--- src/hdl/assert_macros.svh ---
// Assertion macros shared by the hash table RTL.
`ifndef ASSERT_MACROS_SVH
`define ASSERT_MACROS_SVH
`ifndef NO_ASSERTIONS
`define OAHT_ASSERT(lbl, prop) \
  lbl: assert property (@(posedge clk) disable iff (rst) prop) \
    else $error("hash table assertion failed");
`define OAHT_ASSERT_ALWAYS(lbl, prop) \
  lbl: assert property (@(posedge clk) prop) \
    else $error("hash table assertion failed");
`else
`define OAHT_ASSERT(lbl, prop)
`define OAHT_ASSERT_ALWAYS(lbl, prop)
`endif
`endif

--- src/hdl/oaht_pkg.sv ---
// Shared types and constants of the open-addressing hash table.
package oaht_pkg;

  localparam int KEY_W   = 31;
  localparam int CMD_W   = 2;
  localparam int SLOT_W  = 10;
  localparam int MOD_W   = 16;
  localparam int TS_W    = 11;
  localparam int MODE_W  = 2;
  localparam int DIV_W   = 17;
  localparam int CFG_IDX_W  = 2;
  localparam int CFG_DATA_W = 16;
  localparam int IN_DATA_W  = 40;
  localparam int OUT_DATA_W = 16;
  localparam int DEPTH_DEF  = 1024;

  localparam logic [CMD_W-1:0] CMD_INSERT = 2'd0;
  localparam logic [CMD_W-1:0] CMD_SEARCH = 2'd1;
  localparam logic [CMD_W-1:0] CMD_DELETE = 2'd2;

  localparam logic [MODE_W-1:0] MODE_LINEAR    = 2'd0;
  localparam logic [MODE_W-1:0] MODE_QUADRATIC = 2'd1;
  localparam logic [MODE_W-1:0] MODE_DOUBLE    = 2'd2;

  localparam logic [CFG_IDX_W-1:0] REG_PROBE_MODE = 2'd0;
  localparam logic [CFG_IDX_W-1:0] REG_PRIMARY    = 2'd1;
  localparam logic [CFG_IDX_W-1:0] REG_SECONDARY  = 2'd2;
  localparam logic [CFG_IDX_W-1:0] REG_SLOT_LIMIT = 2'd3;

  localparam logic [MODE_W-1:0] PROBE_MODE_RST = MODE_DOUBLE;
  localparam logic [MOD_W-1:0]  PRIMARY_RST    = 16'd11;
  localparam logic [MOD_W-1:0]  SECONDARY_RST  = 16'd5;
  localparam logic [TS_W-1:0]   SLOT_LIMIT_RST = 11'd1024;

  // request to the remainder unit
  typedef struct packed {
    logic             start;
    logic [KEY_W-1:0] dividend;
    logic [DIV_W-1:0] divisor;
  } div_req_t;

endpackage

--- src/hdl/oaht_rem.sv ---
// Bit-serial restoring remainder unit, one dividend bit per cycle.
module oaht_rem (
  input  logic                    clk,
  input  logic                    rst,
  input  oaht_pkg::div_req_t      req,
  output logic                    done,
  output logic [oaht_pkg::DIV_W-1:0] rem
);
  import oaht_pkg::*;

  localparam int CNT_W = $clog2(KEY_W + 1);

  logic [KEY_W-1:0] quo;
  logic [DIV_W-1:0] dvs;
  logic [CNT_W-1:0] cnt;
  logic             busy;
  logic [DIV_W:0]   trial;

  // shift in the next dividend bit and try a subtract
  assign trial = {rem, quo[KEY_W-1]};

  always_ff @(posedge clk) begin
    if (rst) begin
      busy <= 1'b0;
      done <= 1'b0;
      cnt  <= '0;
    end else begin
      done <= 1'b0;
      if (req.start) begin
        busy <= 1'b1;
        cnt  <= CNT_W'(KEY_W);
        quo  <= req.dividend;
        dvs  <= req.divisor;
        rem  <= '0;
      end else if (busy) begin
        quo <= {quo[KEY_W-2:0], 1'b0};
        if (trial >= {1'b0, dvs}) begin
          rem <= DIV_W'(trial - {1'b0, dvs});
        end else begin
          rem <= trial[DIV_W-1:0];
        end
        cnt <= cnt - 1'b1;
        if (cnt == CNT_W'(1)) begin
          busy <= 1'b0;
          done <= 1'b1;
        end
      end
    end
  end

endmodule

--- config.mk ---
export PLATFORM = sky130hd
export DESIGN_NAME = oaht_rem
export DESIGN_NICKNAME = d
export VERILOG_FILES = /design/src/hdl/assert_macros.svh /design/src/hdl/oaht_pkg.sv /design/src/hdl/oaht_rem.sv
export SDC_FILE = /design/constraint.sdc
export NUM_CORES = 1
export LEC_CHECK = 0
export BUFFER_PORTS_ARGS = -buffer_cell sky130_fd_sc_hd__buf_4
export CAP_MARGIN = 20
export CORE_UTILIZATION = 35
export CTS_CLUSTER_DIAMETER = 120
export DETAILED_ROUTE_END_ITERATION = 6
export HOLD_SLACK_MARGIN = 0.12
export PLACE_DENSITY = 0.52
export REMOVE_ABC_BUFFERS = 1
export SYNTH_ARGS = -nofsm -noshare
export SYNTH_HDL_FRONTEND = slang
export SYNTH_SLANG_ARGS = --single-unit
--- constraint.sdc ---
create_clock -name clk -period 4.2 [get_ports clk]
set_clock_uncertainty 0.15 [all_clocks]
set_input_delay 0.63 -clock clk [delete_from_list [all_inputs] [get_ports clk]]
set_output_delay 0.63 -clock clk [all_outputs]
set_load 0.05 [all_outputs]
# --- Word-level counts from Yosys, hierarchy flattened ---
# Index checks and enable logic that the tools add are counted.
word_totals:
  ff_bits: 72
  inputBits: 51
  elab_cells: 26
classes:
  n_addsub: 2
  magnitude_cmp: 1
  eq_ne: 1
  n_mux: 10
  bitwise_logic: 2
  reduce_logical: 4
ops:
  columns: ["cell", "n"]
  rows:
  - ["$mux W31", 2]
  - ["$mux W17", 2]
  - ["$ge A18 B17 Y1", 1]
  - ["$sub A17 B17 Y17", 1]
  - ["$mux W5", 2]
  - ["$eq A5 B1 Y1 const B", 1]
  - ["$sub A5 B1 Y5 const B", 1]
  - ["$mux W1", 4]
  - ["$reduce_and A2 Y1", 2]
  - ["$reduce_or A3 Y1", 1]
  - ["$not A1 Y1", 2]
  - ["$reduce_bool A2 Y1", 1]

# --- Longest topological paths before layout ---
depth:
  ltp_word: 4
  ltp_mapped: 11
  depth_no_buf: 10

# --- Least setup slack after synthesis ---
# OpenSTA, ideal clock, no wires.
synth_timing:
  path_kind: "input to register"
  startpoint: "input port req[48] in the netlist's numbering"
  endpoint: "register quo[0] (enable)"
  setup_ns: 0.455
  arrival_ns: 3.079
  path_slack_ns: 0.516
  cell_stages: 3
  path_buffers: 1
  path_cell_list: "clkbuf_1 nor2_1 nor2_1"
synth_between:
  elab_chain_len: 2
synth_rtl:
  columns: ["item", "line", "source"]
  rows:
  - ["from (decl)", "oaht_rem.sv:5", "input oaht_pkg::div_req_t req,"]
  - ["$reduce_bool A2 Y1 (no source line)", null, null]
  - ["$reduce_and A2 Y1 (no source line)", null, null]
  - ["to (signal assigned)", "oaht_rem.sv:32", "quo <= req.dividend;"]
  - ["to (signal assigned)", "oaht_rem.sv:36", "quo <= {quo[KEY_W-2:0], 1'b0};"]
  - ["to (decl)", "oaht_rem.sv:13", "logic [KEY_W-1:0] quo;"]
# No other way between the ends.
# A chain may end at the register's enable or synchronous reset.

# --- Final worst setup path ---
layout_timing:
  startpoint: "register quo[30]"
  endpoint: "register rem[15] in the netlist's numbering (data pin)"
layout_between:
  elab_chain_len: 3
  elab_cells_between_ends: 4
  classes_between: "add/sub (1); order compare (1); mux (2)"
layout_rtl:
  columns: ["item", "line", "source"]
  rows:
  - ["$sub A17 B17 Y17 / $ge A18 B17 Y1 (equally long branches)", "oaht_rem.sv:38, oaht_rem.sv:37", null]
  - ["$mux W17 (*)", "oaht_rem.sv:37", "if (trial >= {1'b0, dvs}) begin"]
  - ["$mux W17 (*)", "oaht_rem.sv:35", "end else if (busy) begin"]
  - ["to (signal assigned)", "oaht_rem.sv:38", "rem <= DIV_W'(trial - {1'b0, dvs});"]
  - ["to (signal assigned)", "oaht_rem.sv:40", "rem <= trial[DIV_W-1:0];"]
  - ["to (decl)", "oaht_rem.sv:7", "output logic [oaht_pkg::DIV_W-1:0] rem"]
# Every way passes the cells marked *; elsewhere a longest branch is shown, timed or not. The select of a mux whose other input is x is not followed.

==> impl_metrics.csv <==
group,metric,value,unit
worst_setup_path,crit_fanout,25,
finish,antenna_cells,0,
clock_tree,cts_tree,"yes",
finish,nets,458,
floorplan,ios,69,
grt,antenna_found_initial,0,
clock_tree,cts_sinks,72,
finish,fin_area,4730,um2
worst_setup_path,critPathLaunchType,"register",
worst_hold_path,hp-start,"req[0]",
grt,grt_usage,15.04,%
worst_setup_path,slowest_delay,460,ps
grt,grt_pass1_wl,13030,um
logic_synthesis,synth_top_cell_area_share,50.44,%
clock_tree,root_buffer,"clkbuf_8",
sta,whs,295.7,ps
power,total_power,0.001941,W
sta,fin_setup_tns,0,ps
place,placed_cell_area,4533,um2
flow_run,drv_cap,0,
sta,setup_viol,0,
route,vias_per_cell,4.945,
route,drtPass1Iterations,6,
grt,grt.met2_usage,23.55,%
run_status,status,"completed",
grt,grt_pass1_vias,2672,
logic_synthesis,synth_edf_count,65,
worst_setup_path,path_cells,"inv_1 > ha_1 > inv_1 > fa_1 > a21o_1 > o21a_1 > o2111a_1 > a211o_4 > nand2_1 > o22ai_1",
route,drtIter0Drc,74,
sta,fin_crit,2939,ps
place,place_congestion,0.7896,
clock_tree,cts_inserted_buffers,9,
worst_setup_path,r2r_end,"rem[15]",
finish,drive_gt1_share,31.89,%
grt,met3_usage,4.195,%
logic_synthesis,netlist_instances,318,
power,peakVddDrop,0.2017,mV
logic_synthesis,synth_flop_cell,"edfxtp_1",
sta,fin_crit_sh,69.97,%
worst_setup_path,rrSetupSlack,1260,ps
logic_synthesis,ys_ff_latch,72,
logic_synthesis,synthArstFlopShare,0,%
logic_synthesis,synth_area_per_cell,12.17,um2
worst_hold_path,hold_path_end,"dvs[0]",
sta,fmax,340.3,MHz
worst_setup_path,crit_family,"compound AO/OA/AOI/OAI gates",
worst_setup_path,path_common_cell,"inv_1",
worst_setup_path,r2r_start,"quo[30]",
clock_tree,cts.clk_slew.worst_paths,100,ps
clock_tree,postCtsSetupBuffers,0,
logic_synthesis,ys_seq_area_share,54.06,%
worst_setup_path,worst-endpoint-arrival,2870,ps
grt,overflow,0,
clock_tree,hold_buffers,0,
worst_setup_path,slowest_stage,"a211o_4",
grt,use_met1,19.73,%
logic_synthesis,syn_area,3870,um2
clock_tree,cts_max_path_buffers,2,
route,ant_nets,0,
floorplan,initial_core_util,35.86,%
floorplan,die_h,107.2,um
route,drc_errors,0,
worst_setup_path,path_buf_inv,2,
floorplan,die_w,107.2,um
grt,grt.busiest_layer,"met2",
worst_setup_path,reg2reg_depth,10,
place,dp.final_hpwl,5781,um
logic_synthesis,synth_area_leaders,"edfxtp_1, mux2_2, ha_1, dfxtp_1, a21oi_1",
worst_setup_path,required,4130,ps
logic_synthesis,synth_top_area_cell,"edfxtp_1",
worst_hold_path,min_path_type,"in2reg",
floorplan,core,10790,um2
floorplan,num_rows,38,
place,port_buffers,68,
route,wirelength,8104,um
finish,area_delta_synth_final,22.21,%
route,vias,2631,
sta,slew_headroom,49.04,%
logic_synthesis,yosys_warnings,0,
clock_tree,ctsResizeCount,0,
worst_hold_path,min_delay_path_depth,1,
route,wl_per_cell,15.23,um
sta,final_max_slew_viol_count,0,
grt,grt_max_degree,49,
power,p_leak,1.947,nW
logic_synthesis,synthDistinctLibCells,49,
worst_setup_path,cp-end-kind,"register",
worst_setup_path,critical_path_class,"reg2reg",
floorplan,dieArea,11480,um2
clock_tree,htreeDepth,3,
clock_tree,clk_latency,350,ps
sta,finalHoldViolations,0,
power,power_density,410.5,nW/um2
sta,tightest_slew,762.6,ps
sta,rsz0062_at_grt,"false",
[cells in the mapped netlist, types with 3 or more instances]
| cell | count |
|---|---|
| and2_1 | 3 |
| nor2_1 | 21 |
| nand3_1 | 4 |
| xnor2_1 | 9 |
| o21a_1 | 5 |
| dfxtp_1 | 7 |
| nand4_1 | 4 |
| inv_1 | 24 |
| edfxtp_1 | 65 |
| nand2_1 | 15 |
| xor2_1 | 6 |
| a21oi_1 | 25 |
| ha_1 | 19 |
| a21o_1 | 7 |
| or2_0 | 4 |
| a211oi_2 | 3 |
| mux2_2 | 30 |
| o22ai_1 | 3 |
| and3_1 | 4 |
| mux2i_1 | 8 |
| clkbuf_1 | 8 |
| o21ai_0 | 7 |
| a211o_1 | 4 |
[kinds of logic after synthesis]
logic type	synth area share [%]
AOI/OAI and AO/OA	12.48
xor gates and xnor gates	3.395
adders and majority gates	6.660
buffers and inverters	4.106
DFF	54.06
muxes	10.80
and+or+nand+nor	8.503
[per-layer routing]
layer / vias to the layer above / wire [um] / share of wire (%)
met5: - / 0 / 0
met4: 0 / 113 / 1.4
met3: 10 / 416 / 5.1
met2: 56 / 3715 / 46
met1: 1246 / 3858 / 48
li1: 1319 / - / -
[worst max path at each step]
stage	start	end	slack, ps	cells after the start
finish	quo[30]	rem[15]	1260	10
CTS	quo[30]	rem[9]	1270	10
global route	quo[30]	rem[9]	1120	10
detailed placement	quo[30]	rem[15]	1300	10
floorplan	req[48]	quo[0]	870	2
global placement	quo[30]	rem[15]	1330	10
[cell usage in the layout, fill, tap and decap left out, drive strengths merged, types with 6 or more instances in the layout]
master  count
nor2       21
dfxtp       7
o21ai       9
nand2      15
buf        71
mux2i       8
inv        29
a21oi      25
mux2       30
ha         19
xnor2       9
a21o        7
clkbuf      9
edfxtp     65
xor2        6
[layout make-up]
class	instances	area, um2
Sequential cell	72	2092
Fill cell	1026	6063
Clock inverter	7	72.57
Timing Repair Buffer	71	545.5
Tap cell	140	175.2
Multi-Input combinational cell	208	1627
Inverter	25	93.84
Clock buffer	9	123.9
[flip-flops by register name, indices dropped and copies added (netlist names)]
register	cells
done	1
busy	1
cnt	5
dvs	17
quo	31
rem	17
[per-stage QoR]
step / worst slack, ps / utilization (%) / std cells
4_1_cts: 1266 / 43.82 / 532
2_1_floorplan: 871.8 / - / 305
6_report: 1261 / 43.82 / 532
5_1_grt: 1123 / 43.82 / 532
3_3_place_gp: 1330 / 42.00 / 516
3_5_place_dp: 1299 / 42.00 / 516
[report_power, final]
group	total [W]	internal (W)	switching, W
combinational	0.000503	0.000214	0.000289
clock	0.000552	0.000234	0.000318
sequential	0.000886	0.000854	0.0000319
total	0.00194	0.00130	0.000640
[worst register-to-register path: cells and delay by family (launching register included)]
kind	cells	cell delay [ps]
AO/OA/AOI/OAI	5	1270
adder cells (fa/ha/maj)	2	570
buffers and inverters	2	120
flip-flops	1	390
AND/OR/NAND/NOR	1	170
(Power assumes the default switching activity.)
